--- src/design/tiny_register_alu_executor_core_assert.svh ---
// Assertion macros for the tiny register ALU executor.
// Used by the top level only; expects signals clk and rst_n in scope.
`ifndef TINY_REGISTER_ALU_EXECUTOR_CORE_ASSERT_SVH
`define TINY_REGISTER_ALU_EXECUTOR_CORE_ASSERT_SVH

// Same-cycle implication, checked outside reset.
`define TRAE_ASSERT_IMPLY(label, ante, cons) \
  label: assert property (@(posedge clk) disable iff (!rst_n) (ante) |-> (cons)) \
    else $error("tiny_register_alu_executor_core: implication check failed");

// Next-cycle implication, checked outside reset.
`define TRAE_ASSERT_NEXT(label, ante, cons) \
  label: assert property (@(posedge clk) disable iff (!rst_n) (ante) |=> (cons)) \
    else $error("tiny_register_alu_executor_core: next-cycle check failed");

`endif

--- src/design/trae_pkg.sv ---
// Shared types and constants for the tiny register ALU executor.
// No dependencies; used by every module of the block.
package trae_pkg;

  localparam int REG_W      = 4;   // register index / immediate width
  localparam int DATA_W     = 8;   // register width
  localparam int PC_W       = 16;  // instruction counter width
  localparam int QUEUE_DEPTH = 2;  // power of two

  localparam logic [7:0] OPC_ADD   = 8'h0C;
  localparam logic [7:0] OPC_SUB   = 8'h0D;
  localparam logic [7:0] OPC_MUL   = 8'h0E;
  localparam logic [7:0] OPC_DIV   = 8'h0F;
  localparam logic [7:0] OPC_COPY  = 8'h2C;
  localparam logic [7:0] OPC_LDI   = 8'h3C;
  localparam logic [7:0] OPC_CLEAR = 8'h4C;

  typedef enum logic [2:0] {
    OP_ADD   = 3'd0,
    OP_SUB   = 3'd1,
    OP_MUL   = 3'd2,
    OP_DIV   = 3'd3,
    OP_COPY  = 3'd4,
    OP_LDI   = 3'd5,
    OP_CLEAR = 3'd6,
    OP_BAD   = 3'd7
  } op_t;

  typedef enum logic [1:0] {
    ST_OK    = 2'd0,
    ST_BADOP = 2'd1,
    ST_DIV0  = 2'd2,
    ST_RSVD  = 2'd3
  } status_t;

  // decoded instruction word passed from front to back
  typedef struct packed {
    op_t               op;
    logic [REG_W-1:0]  reg_a;
    logic [REG_W-1:0]  field_b;
    logic              a_ok;
    logic              b_ok;
    logic [PC_W-1:0]   pc;
  } item_t;

  typedef struct packed {
    logic [PC_W-1:0]   pc_value;
    logic              write_enable;
    logic [REG_W-1:0]  write_index;
    logic [DATA_W-1:0] write_value;
    status_t           status;
  } res_t;

endpackage

--- src/design/trae_fifo.sv ---
// Small first-in first-out queue of trae_pkg::QUEUE_DEPTH words.
// Depends on trae_pkg for the depth.
module trae_fifo #(
  parameter int W = 8
) (
  input  logic         clk,
  input  logic         rst_n,
  input  logic         push,
  input  logic [W-1:0] din,
  output logic         full,
  input  logic         pop,
  output logic [W-1:0] dout,
  output logic         empty
);

  localparam int DEPTH = trae_pkg::QUEUE_DEPTH;
  localparam int PTR_W = (DEPTH > 1) ? $clog2(DEPTH) : 1;
  localparam int CNT_W = PTR_W + 1;

  logic [W-1:0]     mem_r [DEPTH];
  logic [PTR_W-1:0] wr_ptr_r, wr_ptr_nxt;
  logic [PTR_W-1:0] rd_ptr_r, rd_ptr_nxt;
  logic [CNT_W-1:0] cnt_r, cnt_nxt;
  logic             do_push, do_pop;

  assign full    = (cnt_r == CNT_W'(DEPTH));
  assign empty   = (cnt_r == '0);
  assign dout    = mem_r[rd_ptr_r];
  assign do_push = push && !full;
  assign do_pop  = pop && !empty;

  always_comb begin
    wr_ptr_nxt = wr_ptr_r;
    rd_ptr_nxt = rd_ptr_r;
    cnt_nxt    = cnt_r;
    if (do_push) begin
      wr_ptr_nxt = wr_ptr_r + PTR_W'(1);
    end
    if (do_pop) begin
      rd_ptr_nxt = rd_ptr_r + PTR_W'(1);
    end
    if (do_push && !do_pop) begin
      cnt_nxt = cnt_r + CNT_W'(1);
    end else if (do_pop && !do_push) begin
      cnt_nxt = cnt_r - CNT_W'(1);
    end
  end

  always_ff @(posedge clk) begin
    if (!rst_n) begin
      wr_ptr_r <= '0;
      rd_ptr_r <= '0;
      cnt_r    <= '0;
    end else begin
      wr_ptr_r <= wr_ptr_nxt;
      rd_ptr_r <= rd_ptr_nxt;
      cnt_r    <= cnt_nxt;
    end
  end

  always_ff @(posedge clk) begin
    if (do_push) begin
      mem_r[wr_ptr_r] <= din;
    end
  end

endmodule

--- src/design/trae_front.sv ---
// Front end: decodes the opcode, checks register ranges and tags each word
// with the instruction counter. Depends on trae_pkg.
module trae_front #(
  parameter int NUM_REGS = 16
) (
  input  logic                         clk,
  input  logic                         rst_n,
  input  logic                         accept,
  input  logic [7:0]                   command,
  input  logic [trae_pkg::REG_W-1:0]   reg_a,
  input  logic [trae_pkg::REG_W-1:0]   field_b,
  output trae_pkg::item_t              item
);

  localparam int CMP_W = trae_pkg::REG_W + 1;

  logic [trae_pkg::PC_W-1:0] pc_r, pc_nxt;
  trae_pkg::op_t             op;

  always_comb begin
    case (command)
      trae_pkg::OPC_ADD:   op = trae_pkg::OP_ADD;
      trae_pkg::OPC_SUB:   op = trae_pkg::OP_SUB;
      trae_pkg::OPC_MUL:   op = trae_pkg::OP_MUL;
      trae_pkg::OPC_DIV:   op = trae_pkg::OP_DIV;
      trae_pkg::OPC_COPY:  op = trae_pkg::OP_COPY;
      trae_pkg::OPC_LDI:   op = trae_pkg::OP_LDI;
      trae_pkg::OPC_CLEAR: op = trae_pkg::OP_CLEAR;
      default:             op = trae_pkg::OP_BAD;
    endcase
  end

  always_comb begin
    item.op      = op;
    item.reg_a   = reg_a;
    item.field_b = field_b;
    item.a_ok    = ({1'b0, reg_a} < CMP_W'(NUM_REGS));
    item.b_ok    = ({1'b0, field_b} < CMP_W'(NUM_REGS));
    item.pc      = pc_r;
  end

  // counter advances on every accepted word, whatever its outcome
  assign pc_nxt = accept ? pc_r + trae_pkg::PC_W'(1) : pc_r;

  always_ff @(posedge clk) begin
    if (!rst_n) begin
      pc_r <= '0;
    end else begin
      pc_r <= pc_nxt;
    end
  end

endmodule

--- src/design/trae_div.sv ---
// Restoring 8-bit unsigned divider, one quotient bit per cycle.
// Depends on trae_pkg for the data width.
module trae_div (
  input  logic                          clk,
  input  logic                          rst_n,
  input  logic                          start,
  input  logic [trae_pkg::DATA_W-1:0]   dividend,
  input  logic [trae_pkg::DATA_W-1:0]   divisor,
  output logic                          done,
  output logic [trae_pkg::DATA_W-1:0]   quotient
);

  localparam int DW    = trae_pkg::DATA_W;
  localparam int CNT_W = $clog2(DW + 1);

  logic [DW-1:0]    rem_r, rem_nxt;
  logic [DW-1:0]    quo_r, quo_nxt;
  logic [DW-1:0]    dsr_r;
  logic [CNT_W-1:0] cnt_r, cnt_nxt;
  logic             busy_r, busy_nxt;
  logic             done_r, done_nxt;
  logic [DW:0]      shifted;
  logic [DW+1:0]    diff;

  assign shifted  = {rem_r, quo_r[DW-1]};
  assign diff     = {1'b0, shifted} - {2'b00, dsr_r};
  assign done     = done_r;
  assign quotient = quo_r;

  always_comb begin
    rem_nxt  = rem_r;
    quo_nxt  = quo_r;
    cnt_nxt  = cnt_r;
    busy_nxt = busy_r;
    done_nxt = 1'b0;
    if (start) begin
      rem_nxt  = '0;
      quo_nxt  = dividend;
      cnt_nxt  = CNT_W'(DW);
      busy_nxt = 1'b1;
    end else if (busy_r) begin
      // keep the trial difference only when it did not go negative
      if (!diff[DW+1]) begin
        rem_nxt = diff[DW-1:0];
        quo_nxt = {quo_r[DW-2:0], 1'b1};
      end else begin
        rem_nxt = shifted[DW-1:0];
        quo_nxt = {quo_r[DW-2:0], 1'b0};
      end
      cnt_nxt = cnt_r - CNT_W'(1);
      if (cnt_r == CNT_W'(1)) begin
        busy_nxt = 1'b0;
        done_nxt = 1'b1;
      end
    end
  end

  always_ff @(posedge clk) begin
    if (!rst_n) begin
      busy_r <= 1'b0;
      done_r <= 1'b0;
      cnt_r  <= '0;
    end else begin
      busy_r <= busy_nxt;
      done_r <= done_nxt;
      cnt_r  <= cnt_nxt;
    end
  end

  always_ff @(posedge clk) begin
    rem_r <= rem_nxt;
    quo_r <= quo_nxt;
    if (start) begin
      dsr_r <= divisor;
    end
  end

endmodule

--- src/design/trae_back.sv ---
// Back end: register file, execution sequencer and write-back.
// Depends on trae_pkg and trae_div.
module trae_back #(
  parameter int NUM_REGS = 16
) (
  input  logic            clk,
  input  logic            rst_n,
  input  logic            q_empty,
  input  trae_pkg::item_t q_item,
  output logic            q_pop,
  input  logic            res_full,
  output logic            res_push,
  output trae_pkg::res_t  res
);

  localparam int DW    = trae_pkg::DATA_W;
  localparam int IDX_W = $clog2(NUM_REGS);

  typedef enum logic [3:0] {
    S_IDLE = 4'b0001,
    S_EXEC = 4'b0010,
    S_DIV  = 4'b0100,
    S_WB   = 4'b1000
  } state_t;

  state_t                state_r, state_nxt;
  trae_pkg::item_t       item_r;
  logic [DW-1:0]         rf_mem [NUM_REGS];
  logic [NUM_REGS-1:0]   vld_r, vld_nxt;
  logic [DW-1:0]         rd_a_r, rd_b_r;
  logic                  a_ok_r, b_ok_r;
  logic [DW-1:0]         val_a, val_b;
  logic [DW-1:0]         value_r, value_nxt;
  logic                  want_r, want_nxt;
  trae_pkg::status_t     status_r, status_nxt;
  logic [2*DW-1:0]       product;
  logic                  div_start, div_done;
  logic [DW-1:0]         quotient;
  logic                  wrote;
  logic [IDX_W-1:0]      rd_idx_a, rd_idx_b, wr_idx;

  assign rd_idx_a = q_item.reg_a[IDX_W-1:0];
  assign rd_idx_b = q_item.field_b[IDX_W-1:0];
  assign wr_idx   = item_r.reg_a[IDX_W-1:0];

  // entries never written read as zero, as do indices past the file
  assign val_a   = a_ok_r ? rd_a_r : '0;
  assign val_b   = b_ok_r ? rd_b_r : '0;
  assign product = {{DW{1'b0}}, val_a} * {{DW{1'b0}}, val_b};

  assign q_pop     = (state_r == S_IDLE) && !q_empty;
  assign div_start = (state_r == S_EXEC) && (item_r.op == trae_pkg::OP_DIV)
                     && (val_b != '0);
  assign wrote     = want_r && item_r.a_ok;
  assign res_push  = (state_r == S_WB) && !res_full;

  always_comb begin
    res.pc_value     = item_r.pc;
    res.write_enable = wrote;
    res.write_index  = item_r.reg_a;
    res.write_value  = wrote ? value_r : '0;
    res.status       = status_r;
  end

  trae_div u_div (
    .clk      (clk),
    .rst_n    (rst_n),
    .start    (div_start),
    .dividend (val_a),
    .divisor  (val_b),
    .done     (div_done),
    .quotient (quotient)
  );

  always_comb begin
    state_nxt  = state_r;
    value_nxt  = value_r;
    want_nxt   = want_r;
    status_nxt = status_r;
    vld_nxt    = vld_r;
    case (state_r)
      S_IDLE: begin
        if (!q_empty) begin
          state_nxt = S_EXEC;
        end
      end
      S_EXEC: begin
        want_nxt   = 1'b1;
        status_nxt = trae_pkg::ST_OK;
        state_nxt  = S_WB;
        case (item_r.op)
          trae_pkg::OP_ADD:   value_nxt = val_a + val_b;
          trae_pkg::OP_SUB:   value_nxt = val_a - val_b;
          trae_pkg::OP_MUL:   value_nxt = product[DW-1:0];
          trae_pkg::OP_DIV: begin
            value_nxt = '0;
            if (val_b == '0) begin
              want_nxt   = 1'b0;
              status_nxt = trae_pkg::ST_DIV0;
            end else begin
              state_nxt = S_DIV;
            end
          end
          trae_pkg::OP_COPY:  value_nxt = val_b;
          trae_pkg::OP_LDI:   value_nxt = DW'(item_r.field_b);
          trae_pkg::OP_CLEAR: value_nxt = '0;
          default: begin
            value_nxt  = '0;
            want_nxt   = 1'b0;
            status_nxt = trae_pkg::ST_BADOP;
          end
        endcase
      end
      S_DIV: begin
        if (div_done) begin
          value_nxt = quotient;
          state_nxt = S_WB;
        end
      end
      S_WB: begin
        if (!res_full) begin
          if (wrote) begin
            vld_nxt[wr_idx] = 1'b1;
          end
          state_nxt = S_IDLE;
        end
      end
      default: state_nxt = S_IDLE;
    endcase
  end

  always_ff @(posedge clk) begin
    if (!rst_n) begin
      state_r <= S_IDLE;
      vld_r   <= '0;
    end else begin
      state_r <= state_nxt;
      vld_r   <= vld_nxt;
    end
  end

  always_ff @(posedge clk) begin
    value_r  <= value_nxt;
    want_r   <= want_nxt;
    status_r <= status_nxt;
    if (q_pop) begin
      item_r <= q_item;
      rd_a_r <= rf_mem[rd_idx_a];
      rd_b_r <= rf_mem[rd_idx_b];
      a_ok_r <= q_item.a_ok && vld_r[rd_idx_a];
      b_ok_r <= q_item.b_ok && vld_r[rd_idx_b];
    end
    if (res_push && wrote) begin
      rf_mem[wr_idx] <= value_r;
    end
  end

endmodule

--- src/design/tiny_register_alu_executor_core.sv ---
// Tiny register ALU executor: runs one instruction word against a file of
// NUM_REGS 8-bit registers and reports one result word per instruction.
//
// Input channel: in_command, in_reg_a, in_field_b; a word is taken on a clock
// edge with in_push high and in_full low. Result channel: out_* fields are
// valid while out_empty is low and are taken on an edge with out_pop high.
// Each side has a two-word queue, so the source may keep pushing while a
// result waits to be popped and the sink may pop while work goes on.
// A word goes from the instruction queue through the execution sequencer
// (register read, execute, write-back) into the result queue; a divide also
// waits for the bit-serial divider, eight quotient bits at one per cycle.
// The sequencer takes a new word only after the last one is written back.
// Reset (rst_n low, synchronous) empties both queues, clears the instruction
// counter and marks every register as zero through its valid bit.
// When the sink stalls, the result queue fills, the sequencer holds in
// write-back, then the instruction queue fills and in_full rises.
// Depends on trae_pkg, trae_fifo, trae_front, trae_back, trae_div.
`include "tiny_register_alu_executor_core_assert.svh"

module tiny_register_alu_executor_core #(
  parameter int NUM_REGS = 16
) (
  input  logic        clk,
  input  logic        rst_n,
  input  logic        in_push,
  output logic        in_full,
  input  logic [7:0]  in_command,
  input  logic [3:0]  in_reg_a,
  input  logic [3:0]  in_field_b,
  output logic        out_empty,
  input  logic        out_pop,
  output logic [15:0] out_pc_value,
  output logic        out_write_enable,
  output logic [3:0]  out_write_index,
  output logic [7:0]  out_write_value,
  output logic [1:0]  out_status
);

  localparam int ITEM_W = $bits(trae_pkg::item_t);
  localparam int RES_W  = $bits(trae_pkg::res_t);

  trae_pkg::item_t front_item, q_item;
  trae_pkg::res_t  back_res, out_res;
  logic            in_accept;
  logic            q_full, q_empty, q_pop;
  logic            res_full, res_push;

  assign in_full   = q_full;
  assign in_accept = in_push && !q_full;

  trae_front #(.NUM_REGS(NUM_REGS)) u_front (
    .clk     (clk),
    .rst_n   (rst_n),
    .accept  (in_accept),
    .command (in_command),
    .reg_a   (in_reg_a),
    .field_b (in_field_b),
    .item    (front_item)
  );

  trae_fifo #(.W(ITEM_W)) u_instr_q (
    .clk   (clk),
    .rst_n (rst_n),
    .push  (in_push),
    .din   (front_item),
    .full  (q_full),
    .pop   (q_pop),
    .dout  (q_item),
    .empty (q_empty)
  );

  trae_back #(.NUM_REGS(NUM_REGS)) u_back (
    .clk      (clk),
    .rst_n    (rst_n),
    .q_empty  (q_empty),
    .q_item   (q_item),
    .q_pop    (q_pop),
    .res_full (res_full),
    .res_push (res_push),
    .res      (back_res)
  );

  trae_fifo #(.W(RES_W)) u_res_q (
    .clk   (clk),
    .rst_n (rst_n),
    .push  (res_push),
    .din   (back_res),
    .full  (res_full),
    .pop   (out_pop),
    .dout  (out_res),
    .empty (out_empty)
  );

  assign out_pc_value     = out_res.pc_value;
  assign out_write_enable = out_res.write_enable;
  assign out_write_index  = out_res.write_index;
  assign out_write_value  = out_res.write_value;
  assign out_status       = out_res.status;

  // a write only ever comes with a clean status
  `TRAE_ASSERT_IMPLY(a_write_ok, !out_empty && out_write_enable,
                     out_status == trae_pkg::ST_OK)
  // no value reported for a word that wrote nothing
  `TRAE_ASSERT_IMPLY(a_nowrite_zero, !out_empty && !out_write_enable,
                     out_write_value == 8'd0)
  // an accepted word is queued for the back end on the next cycle
  `TRAE_ASSERT_NEXT(a_accept_queued, in_accept, !q_empty)

endmodule

--- config.mk ---
export PLATFORM = sky130hd
export DESIGN_NAME = tiny_register_alu_executor_core
export DESIGN_NICKNAME = d
export VERILOG_FILES = /design/src/design/trae_pkg.sv /design/src/design/trae_fifo.sv /design/src/design/trae_front.sv /design/src/design/trae_div.sv /design/src/design/trae_back.sv /design/src/design/tiny_register_alu_executor_core.sv
export VERILOG_INCLUDE_DIRS = /design/src /design/src/design
export SDC_FILE = /design/constraint.sdc
export NUM_CORES = 1
export LEC_CHECK = 0
export BUFFER_PORTS_ARGS = -buffer_cell sky130_fd_sc_hd__buf_2
export CAP_MARGIN = 5
export CORE_ASPECT_RATIO = 2
export CORE_MARGIN = 3
export CORE_UTILIZATION = 30
export CTS_CLUSTER_DIAMETER = 100
export DETAILED_ROUTE_END_ITERATION = 8
export GPL_TIMING_DRIVEN = 0
export SLEW_MARGIN = 15
export SYNTH_ARGS = -nofsm -noshare
export SYNTH_HDL_FRONTEND = slang
export SYNTH_SLANG_ARGS = --single-unit
--- constraint.sdc ---
create_clock -name clk -period 5.1 [get_ports clk]
set_input_delay 0.765 -clock clk [delete_from_list [all_inputs] [get_ports clk]]
set_output_delay 0.765 -clock clk [all_outputs]
set_load 0.02 [all_outputs]
# Word level (Yosys, flattened, before mapping)
# Memories as Yosys holds them, arrays and structs flattened. A register that Yosys moved wholly into a read port is not among the register bits.
# Index checks and enable logic that the tools add are counted.
# totals
regBits	115
ramBits	244
in_bits	20
output_inout_bits	33
elab_cells	161
n_memories	3
# memory_table
memory	depth	word_bits	rd	rd_ports_with_merged_regs	write_ports	line_no	source
u_back.rf_mem	16	8	2	2	1	trae_back.sv:28	logic [DW-1:0] rf_mem [NUM_REGS];
u_res_q.mem_r	2	31	1	1	1	trae_fifo.sv:20	logic [W-1:0] mem_r [DEPTH];
u_instr_q.mem_r	2	27	1	1	1	trae_fifo.sv:20	
# classes
n_addsub	13
multipliers	1
magnitude_cmp	4
n_eq_ne	23
n_mux	47
n_bitwise	4
n_reduce_logical	40
# op_table
cell	n
$mux 8	7
$pmux 8 s5	1
$eq 8x4->1 const B	4
$mux 4	7
$pmux 3 s7	1
$mux 1	19
$add 16x1->16 const B	1
$eq 8x6->1 const B	2
$or 16x16->16	1
$pmux 4 s4	1
$pmux 8 s2	1
$logic_and 1x1->1	15
$lt 4x5->1 const B	3
$mux 2	5
$sub 9x8->10	1
$eq 3x3->1 const B	3
$add 8x8->8	1
$bmux 1 s4	2
$eq 4x1->1 const B	2
$eq 8x7->1 const B	1
$logic_not 1->1	8
$logic_not 8->1	1
$mul 8x8->8	1
$reduce_bool 2->1	4
other kinds (26)	40

# Logic depth before layout (Yosys ltp)
# depth
depth_word	8
depth_mapped	19
mapped_depth_nobuf	17

# Modules after synthesis
# A second synthesis with hierarchy kept.
# unflattened
cells_unflattened	1165
hier_area_um2	17722.0
# modules_own_cells
module	instances	cells_each	area_per_inst_um2	seq_area_each_um2
trae_back	1	687	10460.0	5955.7
trae_fifo at u_res_q	1	121	2459.9	1961.9
trae_fifo at u_instr_q	1	115	2322.2	1841.8
trae_div	1	147	1587.8	760.7
trae_front	1	94	878.3	320.3
tiny_register_alu_executor_core	1	1	13.8	0.0

# Least setup slack after synthesis
# OpenSTA, ideal clock, no wires.
# synth_path
path_kind	register to register
startpoint	register u_back.a_ok_r
endpoint	register u_back.value_r[7] (data pin)
setup_time_ns	0.270
arrival_time_ns	4.337
t_required_ns	4.830
setup_slack_ns	0.493
stages_incl_launch_ff	18
path_buffers	1
synth_period_minus_slack_ns	4.607
path_cell_list	edfxtp_1 > clkbuf_1 > nand2_1 > inv_1 > nand2_1 > fa_1 > fa_1 > inv_1 > fa_1 > inv_1 > fa_1 > inv_1 > ha_1 > a21oi_1 > xnor3_1 > xor2_1 > a211oi_1 > a22oi_1
# synth_between
elab_chain_len	4
word_cells_on_any_way	6
classes_between	add/sub: 2; mul: 1; mux: 3
# synth_rtl
item	line_no	source
from (decl)	trae_back.sv:31	logic a_ok_r, b_ok_r;
from (signal assigned)	trae_back.sv:150	a_ok_r <= q_item.a_ok && vld_r[rd_idx_a];
$mux 8 *	trae_back.sv:47	assign val_a = a_ok_r ? rd_a_r : '0;
$mul 8x8->8, or another cell as far along	trae_back.sv:49	assign product = {{DW{1'b0}}, val_a} * {{DW{1'b0}}, val_b};
$pmux 8 s5 *	trae_back.sv:91	case (item_r.op)
$pmux 8 s2 *	trae_back.sv:81	case (state_r)
net u_back.value_nxt[7]	trae_back.sv:33	logic [DW-1:0] value_r, value_nxt;
to (signal assigned)	trae_back.sv:143	value_r <= value_nxt;
to (decl)	trae_back.sv:33	
# The timed path passes the listed nets; every way through them passes the cells marked *.
# A chain may end at the register's enable or synchronous reset.

# Worst setup path in the final report
# layout_path
startpoint	register u_back.b_ok_r
endpoint	register u_back.value_r[7] (data pin)
# layout_between
elab_chain_len	4
word_cells_on_any_way	6
classes_between	add/sub: 2; mul: 1; mux: 3
# layout_rtl
item	line_no	source
from (decl)	trae_back.sv:31	
from (signal assigned)	trae_back.sv:151	b_ok_r <= q_item.b_ok && vld_r[rd_idx_b];
$mux 8 *	trae_back.sv:48	assign val_b = b_ok_r ? rd_b_r : '0;
net u_back.u_div.divisor (one bit)	trae_div.sv:8	input logic [trae_pkg::DATA_W-1:0] divisor,
$mul 8x8->8, or another cell as far along	trae_back.sv:49	
$pmux 8 s5 *	trae_back.sv:91	
$pmux 8 s2 *	trae_back.sv:81	
net u_back.value_nxt[7]	trae_back.sv:33	
# Marked as above.

==> impl_metrics.py <==
metrics = {
    "placed_design": {
        "place.gp.congestion": 0.925,
        "dpl.cell_count": 2373,
        "dp.final_hpwl_mm": 40.5,
        "dp_slack_ns": -0.256,
        "io_buffers": 51,
    },
    "sta": {
        "final.setup_skew_ns": 0.0156,
        "rsz0062_at_grt": "false",
        "finalHoldViolCount": 0,
        "drv_slew": 0,
        "period_minus_slack_ns": 4.86,
        "fin_crit_sh_pct": 95.3,
        "worst_slew_pin_slew_ns": 1.11,
        "slew_headroom_pct": 25.5,
        "worst_slack_ns": 0.239,
        "final-setup-viol-count": 0,
        "timing.fmax_ghz": 0.206,
    },
    "cts": {
        "cts_buffer_depth": 3,
        "path_clk_slew_ns": 0.07,
        "cts-hold-fix-buffers": 0,
        "cts_htree_levels": 1,
        "numCtsBuffers": 31,
        "cts_root_buffer": "clkbuf_16",
        "cts_tree": "built",
        "clk_latency_ns": 0.61,
        "cts.sinks": 376,
    },
    "cells_and_area": {
        "multiInputGateArea_sq_um": 6430,
        "layout.area.seq_sq_um": 10700,
        "layout.nets": 1719,
        "synthToLayoutAreaGrowth_pct": 13.8,
        "layout-drive-gt1-share_pct": 14.7,
        "final_cells": 2434,
        "diodes": 0,
        "fillers": 5696,
    },
    "min_path": {
        "min_path_type": "in -> reg",
        "hp-start": "in_field_b[1]",
    },
    "logic_synthesis": {
        "synthMuxAreaShare_pct": 4.24,
        "ys_seq_area_share_pct": 60.4,
        "synth_fa_ha_area_share_pct": 4.32,
        "yosys.area.top_type": "edfxtp_1",
        "synth_edf_count": 316,
        "netlist_instances": 1548,
        "synth_top_family_by_area": "simple AND/OR/NAND/NOR gates",
        "synth.net_count": 1620,
        "synthDominantCellAreaShare_pct": 53.6,
        "synth-xor-area-share_pct": 2.73,
        "synth_simple_gate_area_share_pct": 16.3,
        "async_flop_share_pct": 0,
        "synth_warnings": 0,
        "ys_top_cells_by_area": "edfxtp_1 54%, nand2_1 7.6%, dfxtp_1 6.8%",
        "synth-compound-area-share_pct": 8.47,
        "ys_ff_latch": 376,
        "synth.distinct_cells": 64,
        "syn_avg_cell_area_sq_um": 11.4,
        "synth_area_sq_um": 17700,
        "synth_ff_type": "edfxtp_1",
    },
    "critical_path": {
        "cpMaxStageDelayCell": "fa_1",
        "worst_ep_arrival_time_ns": 5.20,
        "crit_top_cell": "fa_1",
        "regToRegSetupSlack_ns": 0.24,
        "critPathMaxStageDelay_ns": 0.55,
        "reg2reg_depth": 17,
        "reg2reg_from": "u_back.b_ok_r",
        "endpoint": "u_back.value_r[7]",
        "cp.depth": 17,
        "path_max_fanout": 10,
        "path_cells": "buf_4 -> nand2_2 -> inv_2 -> nand2_1 -> fa_1 -> fa_1 -> inv_1 -> fa_1 -> inv_1 -> fa_1 -> inv_1 -> ha_1 -> a21oi_1 -> xnor3_1 -> xor2_1 -> a211oi_2 -> a22oi_1",
        "r2r_end": "u_back.value_r[7]",
        "cp-end-kind": "flip-flop",
        "crit_family": "adder cells",
        "startpoint": "u_back.b_ok_r",
        "crit_required_ns": 5.44,
        "path_buf_inv": 5,
        "critPathLaunchType": "flip-flop",
        "path_class": "reg -> reg",
    },
    "routing": {
        "finalWirelength_mm": 53.7,
        "drc": 0,
        "wire_per_inst_microns": 22.1,
        "vias_per_cell": 5.08,
        "dr.first_iter.drc_count": 846,
        "drtPass1Iterations": 8,
        "antenna_left": 0,
        "vias": 12400,
    },
    "power_and_ir_drop": {
        "power_uw": 10700,
        "leakagePower_uw": 0.00737,
        "peakVddDrop_v": 0.000264,
        "p_per_area_nw_per_um2": 530,
    },
    "global_routing": {
        "grt_overflow": 0,
        "grt_pass1_wl_mm": 79.3,
        "antenna_found_initial": 1,
        "grt_max_degree": 28,
        "grt_use_total_pct": 17.2,
        "grt_pass1_vias": 12800,
    },
    "die": {
        "ios": 53,
        "core-area_sq_um": 58300,
        "design.die.area_sq_um": 62200,
        "die_h_microns": 350,
        "num_rows": 125,
        "die_w_microns": 178,
        "start_util_pct": 30.4,
    },
    "flow_run": {
        "max-cap-violations": 0,
    },
    "outcome": {
        "outcome": "finished, final reports clean",
    },
}
[repair_timing]
item                                   4_1_cts  5_1_grt
resized for setup                            2        5
setup endpoints to repair                    1        1
setup buffers                                2        4
endpoints found under the hold margin        0        0
[registers in the layout, indices dropped and copies added (netlist names), 2 cells and up, named ones only]
signal / cells
u_instr_q.mem_r: 54
u_back.u_div.cnt_r: 4
u_instr_q.cnt_r: 2
u_front.pc_r: 16
u_back.state_r: 4
u_back.wr_idx: 4
u_res_q.mem_r: 62
u_back.rd_a_r: 8
u_back.rd_b_r: 8
u_back.u_div.rem_r: 8
u_back.status_r: 2
u_back.rf_mem: 128
u_res_q.cnt_r: 2
u_back.res: 16
u_back.vld_r: 16
u_back.value_r: 8
u_back.item_r: 7
u_back.u_div.dsr_r: 8
u_back.u_div.quotient: 8
[stage by stage]
stage / hold slack [ns] / util, % / cell area [sq um] / TNS [ns]
floorplan: 0.421 / - / 17700 / 0
global placement: 0.423 / 32.4 / 18900 / -59.51
detailed placement: 0.432 / 32.7 / 19100 / -0.256
CTS: 0.320 / 34.5 / 20100 / 0
global route: 0.330 / 34.6 / 20200 / 0
finish: 0.343 / 34.6 / 20200 / 0
[cell usage after synthesis (5+ instances only)]
master	instances
dfxtp_1	60
a21oi_1	41
edfxtp_1	316
nor2b_1	10
nand2_1	359
xnor2_1	36
fa_1	14
a21boi_0	6
nor3_1	14
inv_1	58
xor2_1	14
a311oi_1	36
clkbuf_1	31
ha_1	38
nand4_1	5
nand2b_1	6
buf_1	5
buf_4	17
and3_1	62
mux2_2	54
buf_2	24
nor2_1	70
and2_1	35
a211oi_1	22
o21a_1	20
o21ai_0	31
nand3_1	52
a31oi_1	40
mux2i_1	7
[area by class of cell]
class,count,share of cell area [%]
buffer,76,1.94
clock buffer,52,4.59
clock inverter,6,0.496
inverter,64,1.22
multi-input combinational,1029,31.9
sequential,376,53.0
tap,762,4.73
timing repair buffer,69,2.15
[how the worst min path moves through the flow]
stage / endpoint / slack, ns / cells past startpoint
floorplan: u_res_q.mem_r[0][0] / 0.42 / 0
global placement: u_res_q.mem_r[0][27] / 0.42 / 0
detailed placement: u_res_q.mem_r[1][24] / 0.43 / 0
CTS: u_instr_q.mem_r[1][17] / 0.32 / 1
global route: u_instr_q.mem_r[0][23] / 0.33 / 1
finish: u_instr_q.mem_r[1][17] / 0.34 / 1
[metal layers]
| metal | wire length, microns | GRT usage (%) | vias to the layer above |
|---|---|---|---|
| met1 | 17300 | 16.0 | 6049 |
| met5 | 0 | 0 | - |
| met4 | 5220 | 14.7 | 0 |
| li1 | - | - | 5735 |
| met2 | 29100 | 32.4 | 430 |
| met3 | 2160 | 1.83 | 158 |
[kinds of logic (layout without fill, tap and decap cells)]
family,after synthesis,after routing
XOR/XNOR,52,52
buffers and inverters,143,267
multiplexers,65,65
AND/OR/NAND/NOR,638,638
AO/OA/AOI/OAI,221,221
flip-flops,376,376
adder cells (fa/ha/maj),53,53
[placed cells by master, fill, tap and decap left out, types with 38 or more instances in the layout]
cell | synthesis | layout
a21oi_1 | 41 | 41
dfxtp_1 | 60 | 60
nand2_1 | 359 | 357
nor2_1 | 70 | 69
nand3_1 | 52 | 52
and3_1 | 62 | 61
clkbuf_1 | 31 | 43
inv_1 | 58 | 55
edfxtp_1 | 316 | 316
buf_2 | 24 | 77
ha_1 | 38 | 38
mux2_2 | 54 | 54
a31oi_1 | 40 | 40
[power by group]
group / internal [uW] / total (uW) / leakage [uW] / switching [uW]
sequential: 3830 / 4140 / 0.00336 / 303
clock: 1340 / 2440 / 0.000490 / 1100
combinational: 1420 / 4100 / 0.00352 / 2680
No activity file was read; power rests on OpenSTA's default activity.
